--- src/hw/rtl/lrr_pkg.sv ---
// lrr_pkg: types, codes and constants of the layout rectangle resolver
// no dependencies; used by every module of the block

package lrr_pkg;

  // field widths
  localparam int unsigned DispW   = 14;  // display size registers
  localparam int unsigned CoordW  = 16;  // input coordinates and amounts
  localparam int unsigned UnitW   = 3;
  localparam int unsigned AnchW   = 3;
  localparam int unsigned OutW    = 32;
  localparam int unsigned CfgIdxW = 2;

  // internal widths
  localparam int unsigned PadNumW = DispW - 2;       // display size / 4
  localparam int unsigned PadW    = 10;              // 5 percent margin, at most 819
  localparam int unsigned ParW    = CoordW + 1;      // parent values, given or work area
  localparam int unsigned ProdW   = 2 * CoordW + 1;  // size operand times amount
  localparam int unsigned MagW    = 2 * CoordW - 1;  // magnitude of that product
  localparam int unsigned NumW    = MagW - 2;        // magnitude / 4
  localparam int unsigned RecW    = 28;
  localparam int unsigned QW      = 25;              // quotient by 25
  localparam int unsigned SizeW   = 25;              // resolved size
  localparam int unsigned DiffW   = SizeW + 1;       // parent size minus size
  localparam int unsigned PosW    = DiffW + 1;       // position

  // divide by 5: (n * 52429) >> 18, exact for n below 4096
  localparam int unsigned Rec5W   = 17;
  localparam int unsigned Rec5Sh  = 18;
  localparam logic [Rec5W-1:0] Recip5 = 17'd52429;

  // divide by 25: (n * floor(2^32 / 25)) >> 32, low by at most one
  localparam int unsigned Rec25Sh = 32;
  localparam logic [RecW-1:0] Recip25 = 28'd171798691;
  localparam int unsigned Div25   = 25;

  // register reset values
  localparam logic [DispW-1:0] DispWidthRst  = 14'd1920;
  localparam logic [DispW-1:0] DispHeightRst = 14'd1080;

  typedef enum logic [CfgIdxW-1:0] {
    CfgDispWidth  = 2'd0,
    CfgDispHeight = 2'd1
  } cfg_idx_e;

  typedef enum logic [UnitW-1:0] {
    UnitPx   = 3'd0,
    UnitPct  = 3'd1,
    UnitVw   = 3'd2,
    UnitVh   = 3'd3,
    UnitFill = 3'd4,
    UnitAuto = 3'd5
  } unit_e;

  typedef enum logic [AnchW-1:0] {
    AnchNone    = 3'd0,
    AnchCenter  = 3'd1,
    AnchTop     = 3'd2,
    AnchBottom  = 3'd3,
    AnchLeft    = 3'd4,
    AnchRight   = 3'd5,
    AnchStretch = 3'd6,
    AnchFill    = 3'd7
  } anchor_e;

  typedef struct packed {
    logic                     cmd;
    logic signed [CoordW-1:0] parent_x;
    logic signed [CoordW-1:0] parent_y;
    logic signed [CoordW-1:0] parent_width;
    logic signed [CoordW-1:0] parent_height;
    logic [UnitW-1:0]         width_unit;
    logic signed [CoordW-1:0] width_amount;
    logic [UnitW-1:0]         height_unit;
    logic signed [CoordW-1:0] height_amount;
    logic [AnchW-1:0]         anchor;
  } in_t;

  typedef struct packed {
    logic signed [OutW-1:0] rect_x;
    logic signed [OutW-1:0] rect_y;
    logic signed [OutW-1:0] rect_width;
    logic signed [OutW-1:0] rect_height;
  } out_t;

  // load enables of the middle pipeline stages
  typedef struct packed {
    logic s2;
    logic s3;
    logic s4;
  } stage_en_t;

endpackage

--- src/hw/rtl/lrr_anchor_place.sv ---
// lrr_anchor_place: places and stretches the box inside the parent by anchor
// depends on lrr_pkg

module lrr_anchor_place (
  input  logic [lrr_pkg::AnchW-1:0]       anchor_i,
  input  logic signed [lrr_pkg::ParW-1:0] px_i,
  input  logic signed [lrr_pkg::ParW-1:0] py_i,
  input  logic signed [lrr_pkg::ParW-1:0] pw_i,
  input  logic signed [lrr_pkg::ParW-1:0] ph_i,
  input  logic signed [lrr_pkg::SizeW-1:0] w_i,
  input  logic signed [lrr_pkg::SizeW-1:0] h_i,
  output lrr_pkg::out_t                   rect_o
);

  logic signed [lrr_pkg::DiffW-1:0] dx, dy, adj_x, adj_y, half_x, half_y;
  logic signed [lrr_pkg::PosW-1:0]  x_org, y_org, x_mid, y_mid, x_end, y_end, x, y;

  always_comb begin
    dx = lrr_pkg::DiffW'(pw_i) - lrr_pkg::DiffW'(w_i);
    dy = lrr_pkg::DiffW'(ph_i) - lrr_pkg::DiffW'(h_i);
    // halving that truncates toward zero
    adj_x  = dx + $signed({{(lrr_pkg::DiffW-1){1'b0}}, dx[lrr_pkg::DiffW-1]});
    adj_y  = dy + $signed({{(lrr_pkg::DiffW-1){1'b0}}, dy[lrr_pkg::DiffW-1]});
    half_x = adj_x >>> 1;
    half_y = adj_y >>> 1;

    x_org = lrr_pkg::PosW'(px_i);
    y_org = lrr_pkg::PosW'(py_i);
    x_mid = x_org + lrr_pkg::PosW'(half_x);
    y_mid = y_org + lrr_pkg::PosW'(half_y);
    x_end = x_org + lrr_pkg::PosW'(dx);
    y_end = y_org + lrr_pkg::PosW'(dy);

    rect_o.rect_width  = lrr_pkg::OutW'(w_i);
    rect_o.rect_height = lrr_pkg::OutW'(h_i);
    case (anchor_i)
      lrr_pkg::AnchCenter: begin
        x = x_mid;
        y = y_mid;
      end
      lrr_pkg::AnchTop: begin
        x = x_mid;
        y = y_org;
      end
      lrr_pkg::AnchBottom: begin
        x = x_mid;
        y = y_end;
      end
      lrr_pkg::AnchLeft: begin
        x = x_org;
        y = y_mid;
      end
      lrr_pkg::AnchRight: begin
        x = x_end;
        y = y_mid;
      end
      lrr_pkg::AnchStretch: begin
        x = x_org;
        y = y_mid;
        rect_o.rect_width = lrr_pkg::OutW'(pw_i);
      end
      lrr_pkg::AnchFill: begin
        x = x_org;
        y = y_org;
        rect_o.rect_width  = lrr_pkg::OutW'(pw_i);
        rect_o.rect_height = lrr_pkg::OutW'(ph_i);
      end
      default: begin
        x = x_org;
        y = y_org;
      end
    endcase
    rect_o.rect_x = lrr_pkg::OutW'(x);
    rect_o.rect_y = lrr_pkg::OutW'(y);
  end

endmodule

--- config.mk ---
export PLATFORM = sky130hd
export DESIGN_NAME = lrr_anchor_place
export DESIGN_NICKNAME = d
export VERILOG_FILES = /design/src/hw/rtl/lrr_pkg.sv /design/src/hw/rtl/lrr_anchor_place.sv
export SDC_FILE = /design/constraint.sdc
export NUM_CORES = 1
export LEC_CHECK = 0
export CORE_UTILIZATION = 50
export DETAILED_ROUTE_END_ITERATION = 12
export DONT_BUFFER_PORTS = 1
export GPL_TIMING_DRIVEN = 0
export PLACE_DENSITY = 0.67
export SETUP_SLACK_MARGIN = 0.15
export SLEW_MARGIN = 20
export SYNTH_ARGS = -nofsm -noshare
export SYNTH_HDL_FRONTEND = slang
export SYNTH_SLANG_ARGS = --single-unit
export TNS_END_PERCENT = 5
--- constraint.sdc ---
create_clock -name vclk -period 9
set_input_delay 2.25 -clock vclk [all_inputs]
set_output_delay 2.25 -clock vclk [all_outputs]
set_load 0.01 [all_outputs]
==> metrics <==
Tcrit/Tclk final=1.02; vias in the first global route=9,936; Pleak=5.38 nW; Gate power share=1.000; pin count of the biggest net entering global routing=23; Post-Route Utilization=0.613; max incr delay on CP=0.39 ns; Max Cap Viol=0; I/O pins=249; Internal=0.000735 W; GP Congestion=0.918; Hold-fix buffers, CTS=0; Max Freq=109 MHz; DIE AREA=20,900 sq um; first-pass GRT wire length=47,400 um; Pre-antenna DRT Iters=5; final routed DRC violation total=0; count of standard-cell rows=51; Max VDD drop=0.0520 mV; Seq cells=0; Initial Utilization=0.516; synthesized area=10,200 sq um; Final Max Tran Viols=0; CP bufs+invs=1; RSZ-0062 raised after global routing=true; Die Span Y=145 um; slew margin rel.=0.459; nets=1,793; final setup margin=-0.203 ns; worst hold path class=input pin to output pin; final setup fails=23; post-synthesis sequential area ratio=0; Sw Share=0.567; fraction of layout cells with a size suffix above 1=0.210; DRT iter0 DRCs=445; Worst path top cell family by delay=compound AO/OA/AOI/OAI gates; status=complete, but fails checks; hpwl dp=25,200 um; Synth Net Count=1,721; clock network fraction of design power=0; share of power burned in registers=0; core footprint=19,700 sq um; Worst Path Arrival=6.95 ns; post-route antenna net violation count=0; Register Area=0 sq um; xor/xnor cell area share of the yosys netlist=0.141; Synth Area in Adders=0.206; Via density=6.13; total number of vias=10,859; slowest CP cell=a221o_2; crit start category=input pin; net switching power figure=0.000964 W; synth unique cells=93; GRT Resource Usage Total=0.278; Syn Inst Count=1,436; final hold violation count=0; failing checks=setup timing; Overflow after GRT=0; Post-Synth Simple-Gate Area=0.211; clock buffers=0; PortBufs=0; Synth Area per Inst=7.08 sq um; antenna cells=0; CP Max Fanout=4; die width=145 um; Compound-Gate Fraction of Synth Area=0.332; Pwr Density=141 nW/um^2; Tmin final=9.20 ns; drt total wl=31,500 um; CP required=6.75 ns; initial antenna violation count=0; CP Class=input pin to output pin; WL/cell=17.8 um; mux cell area share after synthesis=0.0361; area grow syn2layout=18.9%; Ys Warns=0; Critical Path End Type=output pin; setup TNS=-1.65 ns; worst slew pin tran=0.809 ns; largest family of logic cells by synthesized area=compound AO/OA/AOI/OAI gates
synthesized netlist by cell type, types with 4 or more instances:
cell type / count / share of area
a311oi_1: 4 / 0.0034
a22oi_1: 22 / 0.016
and4_1: 4 / 0.0034
nor2b_1: 22 / 0.014
o21ai_1: 8 / 0.0039
mux2_2: 29 / 0.032
and3_1: 13 / 0.0080
clkbuf_1: 32 / 0.012
a211oi_1: 16 / 0.012
xor2_1: 59 / 0.051
o21a_1: 22 / 0.016
o2111ai_1: 4 / 0.0034
nor2_1: 73 / 0.027
o221ai_1: 17 / 0.015
and2_1: 15 / 0.0092
buf_4: 24 / 0.018
nand3b_1: 4 / 0.0030
nand2_1: 139 / 0.051
nor4_1: 4 / 0.0025
buf_2: 5 / 0.0025
nor3b_1: 4 / 0.0030
xnor2_1: 101 / 0.087
or2_2: 4 / 0.0025
nand3_1: 38 / 0.019
nor3_1: 28 / 0.014
inv_1: 111 / 0.041
ha_1: 158 / 0.19
nand2b_1: 20 / 0.012
a21oi_1: 110 / 0.054
a21o_1: 74 / 0.055
nand4_1: 25 / 0.015
a41oi_1: 5 / 0.0043
mux2i_1: 4 / 0.0039
o31a_1: 7 / 0.0060
fa_1: 6 / 0.012
a2111oi_0: 4 / 0.0034
o31ai_1: 8 / 0.0059
a211o_1: 7 / 0.0060
o211ai_1: 14 / 0.010
o21ai_0: 75 / 0.037
o21bai_1: 23 / 0.017
a31oi_1: 17 / 0.010
a221oi_1: 4 / 0.0034
through the flow:
stage	std cells	instance area, sq um	hold WS, ns	worst slack [ns]	power (W)
global placement	1701	10600	4.62	-0.810	0.00144
global route	1771	12100	4.63	-0.415	0.00186
CTS	1749	11600	4.62	-0.187	0.00160
floorplan	1436	10300	4.62	0.130	0.00122
detailed placement	1702	10600	4.62	-0.871	0.00147
finish	1771	12100	4.62	-0.203	0.00170
power by group through the flow:
stage | sequential, W | combinational, W | clock [W]
6_report | 0 | 0.00170 | 0
5_1_grt | 0 | 0.00186 | 0
4_1_cts | 0 | 0.00160 | 0
3_5_place_dp | 0 | 0.00147 | 0
3_3_place_gp | 0 | 0.00144 | 0
2_1_floorplan | 0 | 0.00122 | 0
repair_timing:
item / CTS / global route
endpoints found under the setup margin: 44 / 43
pin swaps: 82 / 53
setup buffers: 47 / 22
hold endpoints to repair: 0 / 0
resized for setup: 136 / 72
cell families after synthesis:
group	Yosys count
compound gates	486
xor+xnor	162
fa+ha+maj	164
buf+inv	173
mux	33
simple gates	418
layout by cell type (no fill, tap or decap), types with 30 or more instances in the layout:
| cell | instances |
|---|---|
| a21oi_1 | 89 |
| o21ai_0 | 53 |
| nand2_1 | 136 |
| xor2_1 | 51 |
| nor2_1 | 65 |
| ha_1 | 128 |
| buf_4 | 95 |
| nand3_1 | 35 |
| inv_1 | 104 |
| xnor2_1 | 92 |
| clkbuf_1 | 30 |
| a21o_1 | 73 |
layout make-up:
| cell class | instances | area [sq um] |
|---|---|---|
| Buffer | 62 | 355 |
| Fill cell | 1746 | 7630 |
| Inverter | 111 | 424 |
| Multi-Input combinational cell | 1263 | 10400 |
| Tap cell | 265 | 332 |
| Timing Repair Buffer | 70 | 529 |
worst paths after layout:
kind | depth (start not counted) | end | startpoint
min | 2 | rect_o[64] | py_i[0]
max | 26 | rect_o[120] | w_i[6]
routing by layer:
layer / wire length (um) / part of all wire / track usage / vias to the layer above
li1: - / - / - / 5422
met1: 12800 / 0.41 / 0.317 / 5049
met2: 15900 / 0.50 / 0.536 / 339
met3: 1890 / 0.060 / 0.0361 / 49
met4: 932 / 0.030 / 0.0753 / 0
met5: 0 / 0 / 0 / -
Note: power is estimated with default switching activity, not from simulation.
