[config.mk]
export PLATFORM = sky130hd
export DESIGN_NAME = lrr_size_axis
export DESIGN_NICKNAME = d
export VERILOG_FILES = /design/src/hw/rtl/lrr_pkg.sv /design/src/hw/rtl/lrr_size_axis.sv
export SDC_FILE = /design/constraint.sdc
export NUM_CORES = 2
export LEC_CHECK = 0
export BUFFER_PORTS_ARGS = -buffer_cell sky130_fd_sc_hd__buf_4
export CAP_MARGIN = 5
export CORE_MARGIN = 2
export CORE_UTILIZATION = 50
export CTS_CLUSTER_DIAMETER = 200
export CTS_CLUSTER_SIZE = 25
export DETAILED_ROUTE_END_ITERATION = 12
export GPL_TIMING_DRIVEN = 0
export PLACE_DENSITY = 0.68
export SETUP_SLACK_MARGIN = 0.2
export SLEW_MARGIN = 20
export SYNTH_ARGS = -nofsm -noshare
export SYNTH_HDL_FRONTEND = slang
export SYNTH_SLANG_ARGS = --single-unit
[constraint.sdc]
create_clock -name clk_i -period 25.4 [get_ports clk_i]
set_input_delay 5.08 -clock clk_i [delete_from_list [all_inputs] [get_ports clk_i]]
set_output_delay 5.08 -clock clk_i [all_outputs]
set_load 0.005 [all_outputs]
[src/hw/rtl/lrr_pkg.sv]
// lrr_pkg: types, codes and constants of the layout rectangle resolver
// no dependencies; used by every module of the block

package lrr_pkg;

  // field widths
  localparam int unsigned DispW   = 14;  // display size registers
  localparam int unsigned CoordW  = 16;  // input coordinates and amounts
  localparam int unsigned UnitW   = 3;
  localparam int unsigned AnchW   = 3;
  localparam int unsigned OutW    = 32;
  localparam int unsigned CfgIdxW = 2;

  // internal widths
  localparam int unsigned PadNumW = DispW - 2;       // display size / 4
  localparam int unsigned PadW    = 10;              // 5 percent margin, at most 819
  localparam int unsigned ParW    = CoordW + 1;      // parent values, given or work area
  localparam int unsigned ProdW   = 2 * CoordW + 1;  // size operand times amount
  localparam int unsigned MagW    = 2 * CoordW - 1;  // magnitude of that product
  localparam int unsigned NumW    = MagW - 2;        // magnitude / 4
  localparam int unsigned RecW    = 28;
  localparam int unsigned QW      = 25;              // quotient by 25
  localparam int unsigned SizeW   = 25;              // resolved size
  localparam int unsigned DiffW   = SizeW + 1;       // parent size minus size
  localparam int unsigned PosW    = DiffW + 1;       // position

  // divide by 5: (n * 52429) >> 18, exact for n below 4096
  localparam int unsigned Rec5W   = 17;
  localparam int unsigned Rec5Sh  = 18;
  localparam logic [Rec5W-1:0] Recip5 = 17'd52429;

  // divide by 25: (n * floor(2^32 / 25)) >> 32, low by at most one
  localparam int unsigned Rec25Sh = 32;
  localparam logic [RecW-1:0] Recip25 = 28'd171798691;
  localparam int unsigned Div25   = 25;

  // register reset values
  localparam logic [DispW-1:0] DispWidthRst  = 14'd1920;
  localparam logic [DispW-1:0] DispHeightRst = 14'd1080;

  typedef enum logic [CfgIdxW-1:0] {
    CfgDispWidth  = 2'd0,
    CfgDispHeight = 2'd1
  } cfg_idx_e;

  typedef enum logic [UnitW-1:0] {
    UnitPx   = 3'd0,
    UnitPct  = 3'd1,
    UnitVw   = 3'd2,
    UnitVh   = 3'd3,
    UnitFill = 3'd4,
    UnitAuto = 3'd5
  } unit_e;

  typedef enum logic [AnchW-1:0] {
    AnchNone    = 3'd0,
    AnchCenter  = 3'd1,
    AnchTop     = 3'd2,
    AnchBottom  = 3'd3,
    AnchLeft    = 3'd4,
    AnchRight   = 3'd5,
    AnchStretch = 3'd6,
    AnchFill    = 3'd7
  } anchor_e;

  typedef struct packed {
    logic                     cmd;
    logic signed [CoordW-1:0] parent_x;
    logic signed [CoordW-1:0] parent_y;
    logic signed [CoordW-1:0] parent_width;
    logic signed [CoordW-1:0] parent_height;
    logic [UnitW-1:0]         width_unit;
    logic signed [CoordW-1:0] width_amount;
    logic [UnitW-1:0]         height_unit;
    logic signed [CoordW-1:0] height_amount;
    logic [AnchW-1:0]         anchor;
  } in_t;

  typedef struct packed {
    logic signed [OutW-1:0] rect_x;
    logic signed [OutW-1:0] rect_y;
    logic signed [OutW-1:0] rect_width;
    logic signed [OutW-1:0] rect_height;
  } out_t;

  // load enables of the middle pipeline stages
  typedef struct packed {
    logic s2;
    logic s3;
    logic s4;
  } stage_en_t;

endpackage

[src/hw/rtl/lrr_size_axis.sv]
// lrr_size_axis: resolves one size spec (width or height) over three stages
// depends on lrr_pkg

module lrr_size_axis (
  input  logic                              clk_i,
  input  lrr_pkg::stage_en_t                en_i,
  input  logic [lrr_pkg::UnitW-1:0]         unit_i,
  input  logic signed [lrr_pkg::CoordW-1:0] amount_i,
  input  logic signed [lrr_pkg::ParW-1:0]   psize_i,
  input  logic [lrr_pkg::DispW-1:0]         disp_w_i,
  input  logic [lrr_pkg::DispW-1:0]         disp_h_i,
  output logic signed [lrr_pkg::SizeW-1:0]  size_o
);

  // stage 2: operand select and multiply
  logic signed [lrr_pkg::ParW-1:0]   op_a;
  logic signed [lrr_pkg::ProdW-1:0]  prod_d, prod_q;
  logic [lrr_pkg::UnitW-1:0]         unit2_q;
  logic signed [lrr_pkg::CoordW-1:0] amount2_q;
  logic signed [lrr_pkg::ParW-1:0]   psize2_q;

  always_comb begin
    case (unit_i)
      lrr_pkg::UnitVw: op_a = lrr_pkg::ParW'($signed({1'b0, disp_w_i}));
      lrr_pkg::UnitVh: op_a = lrr_pkg::ParW'($signed({1'b0, disp_h_i}));
      default:         op_a = psize_i;
    endcase
    prod_d = lrr_pkg::ProdW'(op_a) * lrr_pkg::ProdW'(amount_i);
  end

  always_ff @(posedge clk_i) begin
    if (en_i.s2) begin
      prod_q    <= prod_d;
      unit2_q   <= unit_i;
      amount2_q <= amount_i;
      psize2_q  <= psize_i;
    end
  end

  // stage 3: magnitude, drop the factor 4, reciprocal multiply by 1/25
  logic [lrr_pkg::ProdW-1:0]         mag;
  logic [lrr_pkg::NumW-1:0]          num_d, num_q;
  logic [lrr_pkg::NumW+lrr_pkg::RecW-1:0] rec;
  logic [lrr_pkg::QW-1:0]            q0_q;
  logic                              neg_q;
  logic [lrr_pkg::UnitW-1:0]         unit3_q;
  logic signed [lrr_pkg::CoordW-1:0] amount3_q;
  logic signed [lrr_pkg::ParW-1:0]   psize3_q;

  always_comb begin
    mag   = prod_q[lrr_pkg::ProdW-1] ? lrr_pkg::ProdW'(-prod_q) : lrr_pkg::ProdW'(prod_q);
    num_d = mag[lrr_pkg::MagW-1:2];
    rec   = (lrr_pkg::NumW + lrr_pkg::RecW)'(num_d)
          * (lrr_pkg::NumW + lrr_pkg::RecW)'(lrr_pkg::Recip25);
  end

  always_ff @(posedge clk_i) begin
    if (en_i.s3) begin
      num_q     <= num_d;
      q0_q      <= rec[lrr_pkg::Rec25Sh +: lrr_pkg::QW];
      neg_q     <= prod_q[lrr_pkg::ProdW-1];
      unit3_q   <= unit2_q;
      amount3_q <= amount2_q;
      psize3_q  <= psize2_q;
    end
  end

  // stage 4: one correction step, sign, unit select
  logic [lrr_pkg::NumW-1:0]         q0x25, rem;
  logic [lrr_pkg::QW-1:0]           quo;
  logic signed [lrr_pkg::SizeW-1:0] squo;
  logic signed [lrr_pkg::SizeW-1:0] size_d, size_q;

  always_comb begin
    q0x25 = (lrr_pkg::NumW'(q0_q) << 4) + (lrr_pkg::NumW'(q0_q) << 3) + lrr_pkg::NumW'(q0_q);
    rem   = num_q - q0x25;
    quo   = (rem >= lrr_pkg::NumW'(lrr_pkg::Div25)) ? q0_q + lrr_pkg::QW'(1) : q0_q;
    squo  = neg_q ? -$signed(quo) : $signed(quo);
    case (unit3_q)
      lrr_pkg::UnitPx,
      lrr_pkg::UnitAuto: size_d = lrr_pkg::SizeW'(amount3_q);
      lrr_pkg::UnitPct,
      lrr_pkg::UnitVw,
      lrr_pkg::UnitVh:   size_d = squo;
      lrr_pkg::UnitFill: size_d = lrr_pkg::SizeW'(psize3_q);
      default:           size_d = '0;
    endcase
  end

  always_ff @(posedge clk_i) begin
    if (en_i.s4) begin
      size_q <= size_d;
    end
  end

  assign size_o = size_q;

endmodule

==> flow_summary.yaml <==
outcome:
  outcome: "complete, no violations"
synthesis:
  synth_top_family_by_area: "adder cells"
  syn_nets: 4505
  yosys-top-cells-area: "fa_1 36%, ha_1 16%, edfxtp_1 16%"
  synthCells: 3374
  seq_area_frac_synth_pct: 16.1
  synth_edf_count: 184
  async_reset_ff_share_pct: 0
  synthXorXnorAreaFrac_pct: 3.96
  muxShareOfSynthArea_pct: 1.21
  yosysTopAreaCellShare_pct: 35.9
  synth.avg_cell_area_um2: 10.2
  synth_ff_type: "edfxtp_1"
  ys_ff_latch: 184
  yosysUniqueCellTypes: 71
  synthSimpleGateAreaFrac_pct: 9.58
  synth.most_common_cell: "inv_1"
  yosysWarnings: 0
  ys_top_cells_by_count: "841 x inv_1, 615 x fa_1, 448 x ha_1"
  synth_compound_area_share_pct: 6.70
  synth_area_mm2: 0.0343
  synthAdderAreaFrac_pct: 52.3
  yosys.area.top_type: "fa_1"
critical_path:
  end_kind: "register"
  critical_path.startpoint: "unit_i[0]"
  r2r_slack_ns: 12.68
  cp_slowest_cell: "o21ai_1"
  cp_common_cell: "fa_1"
  ff2ff_path_depth: 36
  cp-endpoint: "prod_q[29]$_DFFE_PP_"
  crit_buf_inv: 9
  cp.required_ns: 25.63
  start_kind: "input port"
  critPathArrivalTime_ns: 13.52
  critPathTopFamily: "adder cells"
  worst-path-stages: 31
  path_class: "in2reg"
  timing.rr.start: "prod_q[3]$_DFFE_PP_"
  r2r_end: "q0_q[24]$_DFFE_PP_"
  slowest_delay_ns: 0.71
  crit_fanout: 10
sta:
  timing.final.max_slew_violations: 0
  holdWs_ns: 0.417
  setup_viol: 0
  post-route-min-period_ns: 13.29
  finalSetupTns_ns: 0
  relSlewSlack_pct: 25.4
  layout_worst_path_cycle_share_pct: 52.3
  grt_setup_unrepaired: "no"
  worst_pin_slew_ns: 1.12
  finalClockSkew_ns: 0.0206
  fmaxAchievable_ghz: 0.0753
  finalHoldViolCount: 0
grt:
  grt_max_degree: 92
  antenna_found_initial: 2
  grt_use_total_pct: 25.3
  grt_pass1_vias: 25290
  grt_pass1_wl_um: 138000
  grt-ovfl-total: 0
worst_hold_path:
  hp-class: "reg2reg"
detailed_routing:
  first_iter_violations: 1722
  ant_nets: 0
  drc: 0
  vias: 23799
  finalWirelength_um: 85500
  wl_per_cell_um: 19.5
  viasPerCell: 5.42
  dr.pass1.iters: 6
final_layout:
  drive_gt1_share_pct: 6.45
  finalNetCount: 4636
  area_delta_synth_final_pct: 8.34
  utilization_pct: 55.0
clocking:
  cts_root_buffer: "clkbuf_16"
  postCtsSetupRepairBufs: 0
  cts_hold_buf: 0
  tritoncts: "yes"
  htree_levels: 4
  insertion_delay_ns: 0.45
  cts_buffers: 17
  cts_max_path_buffers: 2
  ctsResizeCount: 0
  clkTransAtPathRegs_ns: 0.08
  cts.sinks: 184
floorplanning:
  pin_count: 93
  fp-row-count: 95
  die_y_um: 266
  initial_core_util_pct: 50.8
  core-area_mm2: 0.0675
  die_area_mm2: 0.0707
  die_w_um: 266
placement:
  io_buffers: 92
  dp_hpwl_um: 73000
  place.gp.congestion: 0.959
job:
  drv_cap: 0
## logic make-up (layout without fill, tap and decap cells)
family          Yosys count  in the layout
mux                      39             39
fa+ha+maj              1063           1063
compound gates          347            347
other cells               0              1
simple gates            659            659
buf+inv                 927           1071
xor+xnor                155            155
flops                   184            184
## area by class of cell
type	count	area, µm²
diodes	1	2.50
plain buffers	84	317
clock buffers	17	425
clock inverters	15	229
fillers	5954	30400
inverters	843	3160
multi-input cells	2263	25500
flip-flops and latches	184	5530
well taps	873	1090
repair buffers	112	905
## layout by cell type (no fill, tap or decap), types with 17 or more instances in the layout
master / instances
nor2_1: 93
and3_1: 32
clkbuf_16: 17
xnor2_2: 23
ha_1: 448
nand2b_1: 26
nand2_1: 237
clkbuf_1: 77
fa_1: 615
xnor2_1: 100
edfxtp_1: 184
nand4_1: 23
buf_4: 95
a21oi_1: 81
nor2b_1: 29
a21o_1: 28
nand3_1: 33
and2_1: 90
mux2_2: 20
mux2i_1: 19
buf_6: 17
nor3_1: 35
inv_1: 841
o21ai_0: 57
a22oi_1: 20
xor2_1: 29
or2_2: 17
## through the flow
stage | setup slack (ns) | cell area, µm² | cells
final | 12.11 | 37100 | 4392
after global routing | 11.51 | 37100 | 4391
after detailed placement | 11.62 | 36500 | 4359
after CTS | 12.04 | 37100 | 4391
after global placement | 11.34 | 36100 | 4339
after floorplan | 13.23 | 34300 | 3374
## how the worst min path moves through the flow
stage | from | endpoint | slack (ns) | cells past startpoint
final | psize2_q[1]$_DFFE_PP_ | psize3_q[1]$_DFFE_PP_ | 0.42 | 0
after floorplan | amount2_q[0]$_DFFE_PP_ | amount3_q[0]$_DFFE_PP_ | 0.40 | 0
after detailed placement | psize2_q[10]$_DFFE_PP_ | psize3_q[10]$_DFFE_PP_ | 0.40 | 0
after global placement | psize2_q[3]$_DFFE_PP_ | psize3_q[3]$_DFFE_PP_ | 0.40 | 0
after CTS | psize2_q[4]$_DFFE_PP_ | psize3_q[4]$_DFFE_PP_ | 0.42 | 0
after global routing | amount2_q[9]$_DFFE_PP_ | amount3_q[9]$_DFFE_PP_ | 0.43 | 0
## sequential cells by signal, summed over array words and instances, names as in the netlist
name / cells
neg_q: 1
prod_q: 32
unit2_q: 3
psize2_q: 17
q0_q: 25
psize3_q: 17
amount2_q: 16
num_q: 29
unit3_q: 3
size_o: 25
amount3_q: 16
## routing by layer
metal | share of wire, % | vias to the layer above | global-route usage (%)
li1 | - | 10949 | -
met1 | 42 | 11978 | 33.7
met2 | 49 | 707 | 42.3
met3 | 5.8 | 165 | 3.69
met4 | 4.0 | 0 | 8.82
met5 | 0 | - | 0
Power is left out: the tool's default activity adds up to more than one toggle a clock period on the data nets, which glitch-free logic cannot reach.
